===== config.mk =====
export PLATFORM = sky130hd
export DESIGN_NAME = positional_insert_delete_array
export DESIGN_NICKNAME = d
export VERILOG_FILES = /design/src/rtl/core/pida_pkg.sv /design/src/rtl/core/pida_ram.sv /design/src/rtl/core/positional_insert_delete_array.sv
export SDC_FILE = /design/constraint.sdc
export NUM_CORES = 1
export LEC_CHECK = 0
export BUFFER_PORTS_ARGS = -buffer_cell sky130_fd_sc_hd__buf_2
export CELL_PAD_IN_SITES_DETAIL_PLACEMENT = 1
export CELL_PAD_IN_SITES_GLOBAL_PLACEMENT = 1
export CORE_MARGIN = 1.5
export CORE_UTILIZATION = 52
export DETAILED_ROUTE_END_ITERATION = 7
export GPL_ROUTABILITY_DRIVEN = 0
export GPL_TIMING_DRIVEN = 1
export PLACE_DENSITY = 0.75
export SYNTH_ARGS = -nofsm -noshare
export SYNTH_HDL_FRONTEND = slang
export SYNTH_SLANG_ARGS = --single-unit

===== constraint.sdc =====
create_clock -name clk -period 6.07 [get_ports clk]
set_input_delay 0.3035 -clock clk [delete_from_list [all_inputs] [get_ports clk]]
set_output_delay 0.3035 -clock clk [all_outputs]
set_load 0.005 [all_outputs]

===== src/rtl/core/pida_pkg.sv =====
package pida_pkg;

  localparam int CAPACITY = 16;
  localparam int ADDR_W   = $clog2(CAPACITY);
  localparam int IDX_W    = 5;
  localparam int WORD_W   = 32;

  localparam logic [2:0] OP_READ_AT     = 3'd0;
  localparam logic [2:0] OP_READ_LAST   = 3'd1;
  localparam logic [2:0] OP_REMOVE_AT   = 3'd2;
  localparam logic [2:0] OP_REMOVE_LAST = 3'd3;
  localparam logic [2:0] OP_INSERT_AT   = 3'd4;
  localparam logic [2:0] OP_APPEND      = 3'd5;

  localparam logic STATUS_OK  = 1'b0;
  localparam logic STATUS_ERR = 1'b1;

  typedef struct packed {
    logic [2:0]               op;
    logic [IDX_W-1:0]         index;
    logic signed [WORD_W-1:0] value;
  } in_t;

  typedef struct packed {
    logic                     status;
    logic signed [WORD_W-1:0] read_value;
    logic [IDX_W-1:0]         length;
  } out_t;

  typedef enum logic [1:0] {
    ST_IDLE,
    ST_READ,
    ST_SHIFT
  } state_t;

endpackage


===== src/rtl/core/pida_ram.sv =====
module pida_ram #(
  parameter int WIDTH = 32,
  parameter int DEPTH = 16,
  parameter int AW    = $clog2(DEPTH)
) (
  input  logic             clk,
  input  logic             we,
  input  logic [AW-1:0]    waddr,
  input  logic [WIDTH-1:0] wdata,
  input  logic [AW-1:0]    raddr,
  output logic [WIDTH-1:0] rdata
);

  logic [WIDTH-1:0] mem [DEPTH];
  logic [WIDTH-1:0] rdata_r;

  always_ff @(posedge clk) begin
    if (we) begin
      mem[waddr] <= wdata;
    end
    rdata_r <= mem[raddr];
  end

  assign rdata = rdata_r;

endmodule


===== src/rtl/core/positional_insert_delete_array.sv =====
// Densely packed array of CAPACITY signed 32-bit words with a fill count, held in one
// RAM with a registered read port. An item is taken when start is high and busy is low;
// its single result beat shows on out_item for one cycle with out_valid high, and the
// receiver cannot hold it off. Append, remove_last and every error give the result in
// the cycle after the item is taken and leave busy low; read_at and read_last keep busy
// high for one cycle. Remove_at and insert_at move m entries (m = length - index - 1 for
// remove, length - index for insert, length taken before the item) one per cycle through
// the RAM read and write ports, keeping busy high in ST_SHIFT until the last moved entry
// is written and, for insert_at, the new word is written at its index.
module positional_insert_delete_array (
  input  logic           clk,
  input  logic           rst_n,
  input  logic           start,
  output logic           busy,
  input  pida_pkg::in_t  in_item,
  output logic           out_valid,
  output pida_pkg::out_t out_item
);

  localparam int AW = pida_pkg::ADDR_W;
  localparam int IW = pida_pkg::IDX_W;
  localparam int WW = pida_pkg::WORD_W;

  pida_pkg::state_t state_r, state_nxt;
  logic [IW-1:0]    fill_r, fill_nxt;
  logic [IW-1:0]    left_r, left_nxt;
  logic [AW-1:0]    ptr_r, ptr_nxt;
  logic [AW-1:0]    wa_r, wa_nxt;
  logic [AW-1:0]    idx_r, idx_nxt;
  logic             pend_r, pend_nxt;
  logic             ins_r, ins_nxt;
  logic [WW-1:0]    word_r, word_nxt;
  logic             out_valid_r, out_valid_nxt;
  pida_pkg::out_t   out_r, out_nxt;

  logic          we;
  logic [AW-1:0] waddr;
  logic [WW-1:0] wdata;
  logic [AW-1:0] raddr;
  logic [WW-1:0] rdata;
  logic          accept;
  logic          full;
  logic          in_range;

  pida_ram #(
    .WIDTH (WW),
    .DEPTH (pida_pkg::CAPACITY)
  ) u_ram (
    .clk   (clk),
    .we    (we),
    .waddr (waddr),
    .wdata (wdata),
    .raddr (raddr),
    .rdata (rdata)
  );

  assign busy      = (state_r != pida_pkg::ST_IDLE);
  assign accept    = start && !busy;
  assign full      = (fill_r == IW'(pida_pkg::CAPACITY));
  assign in_range  = (in_item.index < fill_r);
  assign out_valid = out_valid_r;
  assign out_item  = out_r;

  always_comb begin
    state_nxt     = state_r;
    fill_nxt      = fill_r;
    left_nxt      = left_r;
    ptr_nxt       = ptr_r;
    wa_nxt        = wa_r;
    idx_nxt       = idx_r;
    pend_nxt      = pend_r;
    ins_nxt       = ins_r;
    word_nxt      = word_r;
    out_valid_nxt = 1'b0;
    out_nxt       = out_r;
    we            = 1'b0;
    waddr         = '0;
    wdata         = '0;
    raddr         = '0;

    case (state_r)
      pida_pkg::ST_IDLE: begin
        if (accept) begin
          out_nxt.status     = pida_pkg::STATUS_ERR;
          out_nxt.read_value = '0;
          out_nxt.length     = fill_r;
          out_valid_nxt      = 1'b1;
          case (in_item.op)
            pida_pkg::OP_READ_AT: begin
              if (in_range) begin
                raddr         = in_item.index[AW-1:0];
                out_valid_nxt = 1'b0;
                state_nxt     = pida_pkg::ST_READ;
              end
            end
            pida_pkg::OP_READ_LAST: begin
              if (fill_r != '0) begin
                raddr         = AW'(fill_r - IW'(1));
                out_valid_nxt = 1'b0;
                state_nxt     = pida_pkg::ST_READ;
              end
            end
            pida_pkg::OP_REMOVE_AT: begin
              if (in_range) begin
                ins_nxt       = 1'b0;
                ptr_nxt       = AW'(in_item.index + IW'(1));
                left_nxt      = fill_r - in_item.index - IW'(1);
                pend_nxt      = 1'b0;
                fill_nxt      = fill_r - IW'(1);
                out_valid_nxt = 1'b0;
                state_nxt     = pida_pkg::ST_SHIFT;
              end
            end
            pida_pkg::OP_REMOVE_LAST: begin
              if (fill_r != '0) begin
                fill_nxt       = fill_r - IW'(1);
                out_nxt.status = pida_pkg::STATUS_OK;
                out_nxt.length = fill_r - IW'(1);
              end
            end
            pida_pkg::OP_INSERT_AT: begin
              if (!full && (in_item.index <= fill_r)) begin
                ins_nxt       = 1'b1;
                ptr_nxt       = AW'(fill_r - IW'(1));
                left_nxt      = fill_r - in_item.index;
                idx_nxt       = in_item.index[AW-1:0];
                word_nxt      = in_item.value;
                pend_nxt      = 1'b0;
                fill_nxt      = fill_r + IW'(1);
                out_valid_nxt = 1'b0;
                state_nxt     = pida_pkg::ST_SHIFT;
              end
            end
            pida_pkg::OP_APPEND: begin
              if (!full) begin
                we             = 1'b1;
                waddr          = fill_r[AW-1:0];
                wdata          = in_item.value;
                fill_nxt       = fill_r + IW'(1);
                out_nxt.status = pida_pkg::STATUS_OK;
                out_nxt.length = fill_r + IW'(1);
              end
            end
            default: begin
            end
          endcase
        end
      end

      pida_pkg::ST_READ: begin
        out_valid_nxt      = 1'b1;
        out_nxt.status     = pida_pkg::STATUS_OK;
        out_nxt.read_value = rdata;
        out_nxt.length     = fill_r;
        state_nxt          = pida_pkg::ST_IDLE;
      end

      pida_pkg::ST_SHIFT: begin
        if (pend_r) begin
          we    = 1'b1;
          waddr = wa_r;
          wdata = rdata;
        end
        if (left_r != '0) begin
          raddr    = ptr_r;
          pend_nxt = 1'b1;
          wa_nxt   = ins_r ? ptr_r + AW'(1) : ptr_r - AW'(1);
          ptr_nxt  = ins_r ? ptr_r - AW'(1) : ptr_r + AW'(1);
          left_nxt = left_r - IW'(1);
        end else begin
          pend_nxt = 1'b0;
          if (!pend_r) begin
            if (ins_r) begin
              we    = 1'b1;
              waddr = idx_r;
              wdata = word_r;
            end
            out_valid_nxt      = 1'b1;
            out_nxt.status     = pida_pkg::STATUS_OK;
            out_nxt.read_value = '0;
            out_nxt.length     = fill_r;
            state_nxt          = pida_pkg::ST_IDLE;
          end
        end
      end

      default: begin
        state_nxt = pida_pkg::ST_IDLE;
      end
    endcase
  end

  always_ff @(posedge clk) begin
    if (!rst_n) begin
      state_r     <= pida_pkg::ST_IDLE;
      fill_r      <= '0;
      pend_r      <= 1'b0;
      out_valid_r <= 1'b0;
    end else begin
      state_r     <= state_nxt;
      fill_r      <= fill_nxt;
      pend_r      <= pend_nxt;
      out_valid_r <= out_valid_nxt;
    end
  end

  always_ff @(posedge clk) begin
    left_r <= left_nxt;
    ptr_r  <= ptr_nxt;
    wa_r   <= wa_nxt;
    idx_r  <= idx_nxt;
    ins_r  <= ins_nxt;
    word_r <= word_nxt;
    out_r  <= out_nxt;
  end

endmodule


==> qor.txt, run 1 <==
Buffers on Ports: 82
Vias post-DR: 18100
Die Y: 229 um
Top cell type's share of synthesized area: 67.9%
Synth Instances: 1934
# resized after CTS: 0
Crit. End Element: flop
Main synth FF type: edfxtp_1
Critical Path AT: 5.12 ns
Placement Cell Area: 0.0276 mm2
Yosys reg bits: 641
Hpwl dp: 45100 um
Area contributors post-synth: edfxtp_1, nand3_1, dfxtp_1
Filler cell count: 4783
Most frequent cells after synthesis: edfxtp_1, nand3_1, o21ai_0, nand2_1, clkbuf_1
Final hold violations: 0
Final setup vio count: 0
Max Buffers Root-to-Sink: 3
Status: complete, no violations
GR Overflow Total: 0
RSZ-0062 raised after global routing: false
Fin area: 0.0300 mm2
Ant. Diodes: 0
CP Max Fanout: 38
Drt first pass iters: 6
Gr usage total: 30.7%
Max Slew Vio Count: 0
Post-Synth XOR/XNOR Area: 0.660%
Starting Density: 52.8%
Post-Synth Adder-Cell Area: 0.971%
Req. time, crit path: 6.58 ns
First-pass GRT wire length: 120000 um
Library cells used by synthesis: 76
DRC Markers: 0
Worst min-delay path class: in -> reg
Max-slew headroom: 10.3%
Post-synthesis compound-gate area fraction: 11.6%
Via density: 6.62
Mapped Avg Cell Area: 13.7 um2
Tcrit/Tclk final: 76.0%
Most frequent cell after synthesis: edfxtp_1
FP Rows: 82
Area growth syn-to-layout: 13.0%
CP startpoint kind: flop
Mapped Area: 0.0265 mm2
Total CTS buffers: 67
Initial antenna violation count: 1
Core region area: 0.0503 mm2
Post-Synth Simple-Gate Area: 11.0%
DIE AREA: 0.0524 mm2
CTS HTree Levels: 3
CP Class: reg -> reg
Clock Latency Late Sink: 0.61 ns
Layout net count: 2067
Pleak: 11.0 nW
Post-CTS Repair Setup Buffers: 0
Clock root buffer: clkbuf_16
Largest net degree at the start of global routing: 160
Ports: 83
Worst Skew: 0.0202 ns
Clock sinks: 641
Maximum clock rate: 0.217 GHz
Post-synth EDFFs: 600
CTS tree: yes
Avg WL per Cell: 29.3 um
Pwr/cell area: 322 mW/mm2
Sequential area share after synthesis: 71.0%
Mux share of post-synthesis cell area: 1.48%
Max cap viols: 0
Async SR Flop Fraction: 0%
Area leader, netlist: edfxtp_1
Slew @ Worst Pin: 1.34 ns
Vias in the first global route: 18800
Main combinational cell family by area after synthesis: compound AO/OA/AOI/OAI gates
Maximum VDD drop: 0.295 mV
Syn nets: 1997
TNS Setup: 0 ns
Layout cells sized above 1: 12.4%
Die width: 229 um
Post-DRT Antenna Nets: 0
Reg clk slew, reported paths: 0.06 ns
Ys Warns: 0
Total Routed Length: 79900 um
1st-iter DRT viols: 2484
Fin crit period: 4.61 ns
## worst max-delay path, stage by stage, from the launching register on
cell and delay, ns:
dfxtp_1 0.35, inv_1 0.10, ha_1 0.59, inv_1 0.31
nor2_2 0.71, o2bb2ai_1 0.19, a21o_2 0.11, buf_4 0.49
nand3_2 0.88, a311o_1 0.62, o211ai_1 0.14
## area by class of cell
type / instances / area (um2) / area share, %
inverters: 57 / 214 / 0.713
flip-flops and latches: 641 / 18800 / 62.8
well taps: 672 / 841 / 2.80
multi-input cells: 1088 / 7020 / 23.4
clock buffers: 95 / 1880 / 6.27
repair buffers: 149 / 1040 / 3.45
clock inverters: 26 / 176 / 0.588
## cell families after synthesis
kind of cell    after synthesis
compound gates              431
fa+ha+maj                    20
simple gates                578
flops                       641
mux                          39
buf+inv                     205
xor+xnor                     20
## routing by layer
metal	track usage [%]	share of wire [%]
met1	41.4	40
met2	50.7	49
met3	5.60	8.0
met4	9.85	2.7
met5	0	0
## metrics by stage
stage	hold slack [ns]	setup slack, ns	utilization [%]	cells	power, mW
3_5_place_dp	0.500	1.46	54.9	2573	5.78
2_1_floorplan	0.402	1.32	-	1934	5.48
5_1_grt	0.00735	1.23	59.7	2728	9.89
3_3_place_gp	0.500	1.63	54.9	2573	5.76
4_1_cts	0.000802	1.46	59.7	2728	9.67
6_report	0.0212	1.46	59.7	2728	9.66
## power breakdown
group	internal, mW	total (mW)	switching [mW]	leakage, nW
registers	4.92	5.00	0.0791	6.67
logic	0.234	0.739	0.505	3.29
clock network	2.21	3.92	1.71	1.01
total	7.36	9.66	2.29	11.0
## layout by cell type, fill, tap and decap left out, types with 32 or more instances in the layout
cell / netlist / layout
dfxtp_1: 41 / 41
nand2_1: 137 / 136
inv_1: 56 / 56
clkbuf_16: 0 / 68
a222oi_1: 34 / 34
a21oi_1: 50 / 50
nand4_1: 33 / 33
a211oi_1: 34 / 34
dlygate4sd3_1: 0 / 34
o211ai_1: 34 / 34
buf_2: 38 / 82
edfxtp_1: 600 / 600
and3_1: 36 / 36
and2_1: 36 / 35
o21ai_0: 153 / 153
a311o_1: 32 / 32
nand3_1: 268 / 267
mux2i_1: 38 / 38
## flip-flops by register name, indices dropped and copies added, names as in the netlist
name         count
pend_r           1
word_r          32
out_item        38
u_ram.rdata     32
fill_r           5
ins_r            1
idx_r            4
u_ram.mem      512
wa_r             4
left_r           5
out_valid        1
state_r          2
ptr_r            4
## repair_timing
action / 4_1_cts / 5_1_grt
hold endpoints to repair: 34 / 0
setup endpoints to repair: 0 / 0
hold buffers: 34 / 0
## worst paths after layout
kind / startpoint / endpoint / slack [ns] / cells past startpoint
setup reg to reg: state_r[0] / u_ram.rdata[21] / 1.46 / 10
hold / removal: in_item[33] / idx_r[1] / 0.02 / 1
setup / recovery: state_r[0] / u_ram.rdata[21] / 1.46 / 10
hold reg to reg: pend_r / pend_r / 0.53 / 2
(Power assumes the default switching activity.)
==> run 2, diff against run 1 <==
==> constraint.sdc (replaced) <==
create_clock -name clk -period 4.61 [get_ports clk]
set_input_delay 0.2305 -clock clk [delete_from_list [all_inputs] [get_ports clk]]
set_output_delay 0.2305 -clock clk [all_outputs]
set_load 0.005 [all_outputs]
==> run 2 against run 1 <==
Maximum frequency grew 17%. Cell area grew 2.1%. Combinational power grew 34%. Sequential cell count is the same. Global-route usage grew 1.6 points. Sequential power grew 32%. Register-to-register slack lost 0.79 ns. Critical path depth is the same. Worst setup slack lost 0.79 ns. Largest cell class unchanged.
==> qor.txt, run 2 (synthesis results as in run 1) <==
Status: complete, no violations (unchanged)
Final setup vio count: 0 (unchanged)
Area growth syn-to-layout: 15.4% (was 13.0%)
Clock root buffer: clkbuf_16 (unchanged)
Met2 Use GR: 53.5% (was 50.7%)
Fin area: 0.0306 mm2 (was 0.0300 mm2)
Max reg flops: 512 (unchanged)
Fin crit period: 3.95 ns (was 4.61 ns)
TNS Setup: 0 ns (unchanged)
Die width: 229 um (unchanged)
CP Class: reg -> reg (unchanged)
Gr usage total: 32.3% (was 30.7%)
Maximum clock rate: 0.253 GHz (was 0.217 GHz)
Biggest register: u_ram.mem (unchanged)
Max Buffers Root-to-Sink: 3 (unchanged)
Hpwl dp: 45800 um (was 45100 um)
# resized after CTS: 0 (unchanged)
Total CTS buffers: 69 (was 67)
1st-iter DRT viols: 2143 (was 2484)
Vias post-DR: 18500 (was 18100)
Hold Startpoint: in_item[37] (was in_item[33])
Via density: 6.71 (was 6.62)
Crit. End Element: flop (unchanged)
CP startpoint kind: flop (unchanged)
Vias in the first global route: 19300 (was 18800)
Clock sinks: 641 (unchanged)
CTS tree: yes (unchanged)
Max Slew Vio Count: 0 (unchanged)
Pleak: 11.2 nW (was 11.0 nW)
Total Routed Length: 84600 um (was 79900 um)
Critical Path AT: 4.44 ns (was 5.12 ns)
Slew @ Worst Pin: 0.915 ns (was 1.34 ns)
FF-to-FF setup slack: 0.66 ns (was 1.46 ns)
Ant. Diodes: 0 (unchanged)
Avg WL per Cell: 30.7 um (was 29.3 um)
Layout net count: 2093 (was 2067)
Clock Latency Late Sink: 0.62 ns (was 0.61 ns)
Ports: 83 (unchanged)
RSZ-0062 raised after global routing: false (unchanged)
FP Rows: 82 (unchanged)
Buffers on Ports: 82 (unchanged)
Final hold violations: 0 (unchanged)
Met1 Track Usage GR: 43.0% (was 41.4%)
First-pass GRT wire length: 126000 um (was 120000 um)
Gr busiest metal: met2 (unchanged)
Met3 Resource Use GR: 5.49% (was 5.60%)
Core region area: 0.0503 mm2 (unchanged)
Total power: 13.3 mW (was 9.66 mW)
Layout cells sized above 1: 13.4% (was 12.4%)
Cts-stage hold buffer count: 37 (was 34)
R2r startpoint: state_r[1] (was state_r[0])
Placement Cell Area: 0.0280 mm2 (was 0.0276 mm2)
Worst reg-to-reg path cell count: 10 (unchanged)
Die Y: 229 um (unchanged)
Drt first pass iters: 7 (was 6)
Largest net degree at the start of global routing: 160 (unchanged)
Hold EP: fill_r[4] (was idx_r[1])
Initial antenna violation count: 0 (was 1)
Post-DRT Antenna Nets: 0 (unchanged)
Layout Cells excl Fill: 2758 (was 2728)
Post-placement cell count: 2594 (was 2573)
DRC Markers: 0 (unchanged)
Reg clk slew, reported paths: 0.06 ns (about the same)
Starting Density: 52.8% (unchanged)
Reg-to-reg endpoint: u_ram.rdata[21] (unchanged)
Commonest non-fill, non-tap cell in the layout: edfxtp_1 (unchanged)
DIE AREA: 0.0524 mm2 (unchanged)
CP Max Fanout: 56 (was 38)
CTS HTree Levels: 3 (unchanged)
Worst min-delay path class: in -> reg (unchanged)
Pwr/cell area: 433 mW/mm2 (was 322 mW/mm2)
Maximum VDD drop: 0.323 mV (was 0.295 mV)
Max-slew headroom: 39.0% (was 10.3%)
Req. time, crit path: 5.11 ns (was 6.58 ns)
Max cap viols: 0 (unchanged)
Post-CTS Repair Setup Buffers: 0 (unchanged)
Worst hold path depth: 3 (was 1)
GR Overflow Total: 0 (unchanged)
Tcrit/Tclk final: 85.6% (was 76.0%)
Fin util: 60.9% (was 59.7%)
Commonest non-fill, non-tap cells in the layout: edfxtp_1, nand3_1, o21ai_0 (unchanged)
Worst Skew: 0.0178 ns (was 0.0202 ns)
-- run 2: power breakdown --
| part | switching, mW | internal (mW) | total, mW |
|---|---|---|---|
| combinational | 0.673 | 0.319 | 0.992 |
| clock | 2.34 | 3.35 | 5.69 |
| sequential | 0.104 | 6.47 | 6.58 |
| total | 3.12 | 10.1 | 13.3 |
-- run 2: metal layers --
layer	share of wire, %	vias to the layer above
met1	40	9549
met3	7.8	212
li1	-	7734
met2	49	1019
met4	3.5	0
met5	0	-
-- run 2: worst max-delay path, cell delays in order, from the launching register on --
cell and delay (ns):
dfxtp_1 0.44, ha_1 0.24, buf_4 0.24, inv_1 0.19, nor2_2 0.68, a32o_4 0.58, buf_4 0.54, o21ai_0 0.20
nand3_1 0.13, nand4_1 0.17, o211ai_1 0.33
-- run 2: how the worst max path moves through the flow --
stage	startpoint	end	slack, ns	cells past startpoint
2_1_floorplan	state_r[0]	out_item[0]	0.12	7
3_3_place_gp	fill_r[0]	u_ram.rdata[24]	1.03	10
3_5_place_dp	state_r[0]	u_ram.rdata[21]	0.82	11
4_1_cts	state_r[0]	u_ram.rdata[21]	0.74	11
5_1_grt	state_r[0]	u_ram.rdata[21]	0.44	11
6_report	state_r[1]	u_ram.rdata[21]	0.66	10
-- run 2: cell type report --
type | instances | area [um2]
multi-input cells | 1088 | 7030
well taps | 672 | 841
fillers | 4752 | 19600
flip-flops and latches | 641 | 18800
repair buffers | 173 | 1410
inverters | 57 | 214
clock inverters | 37 | 407
clock buffers | 90 | 1890
-- run 2: through the flow --
step | hold WS (ns) | worst slack [ns]
floorplan | 0.329 | 0.119
global placement | 0.425 | 1.03
detailed placement | 0.424 | 0.818
CTS | 0.0931 | 0.738
global route | 0.152 | 0.437
finish | 0.124 | 0.663
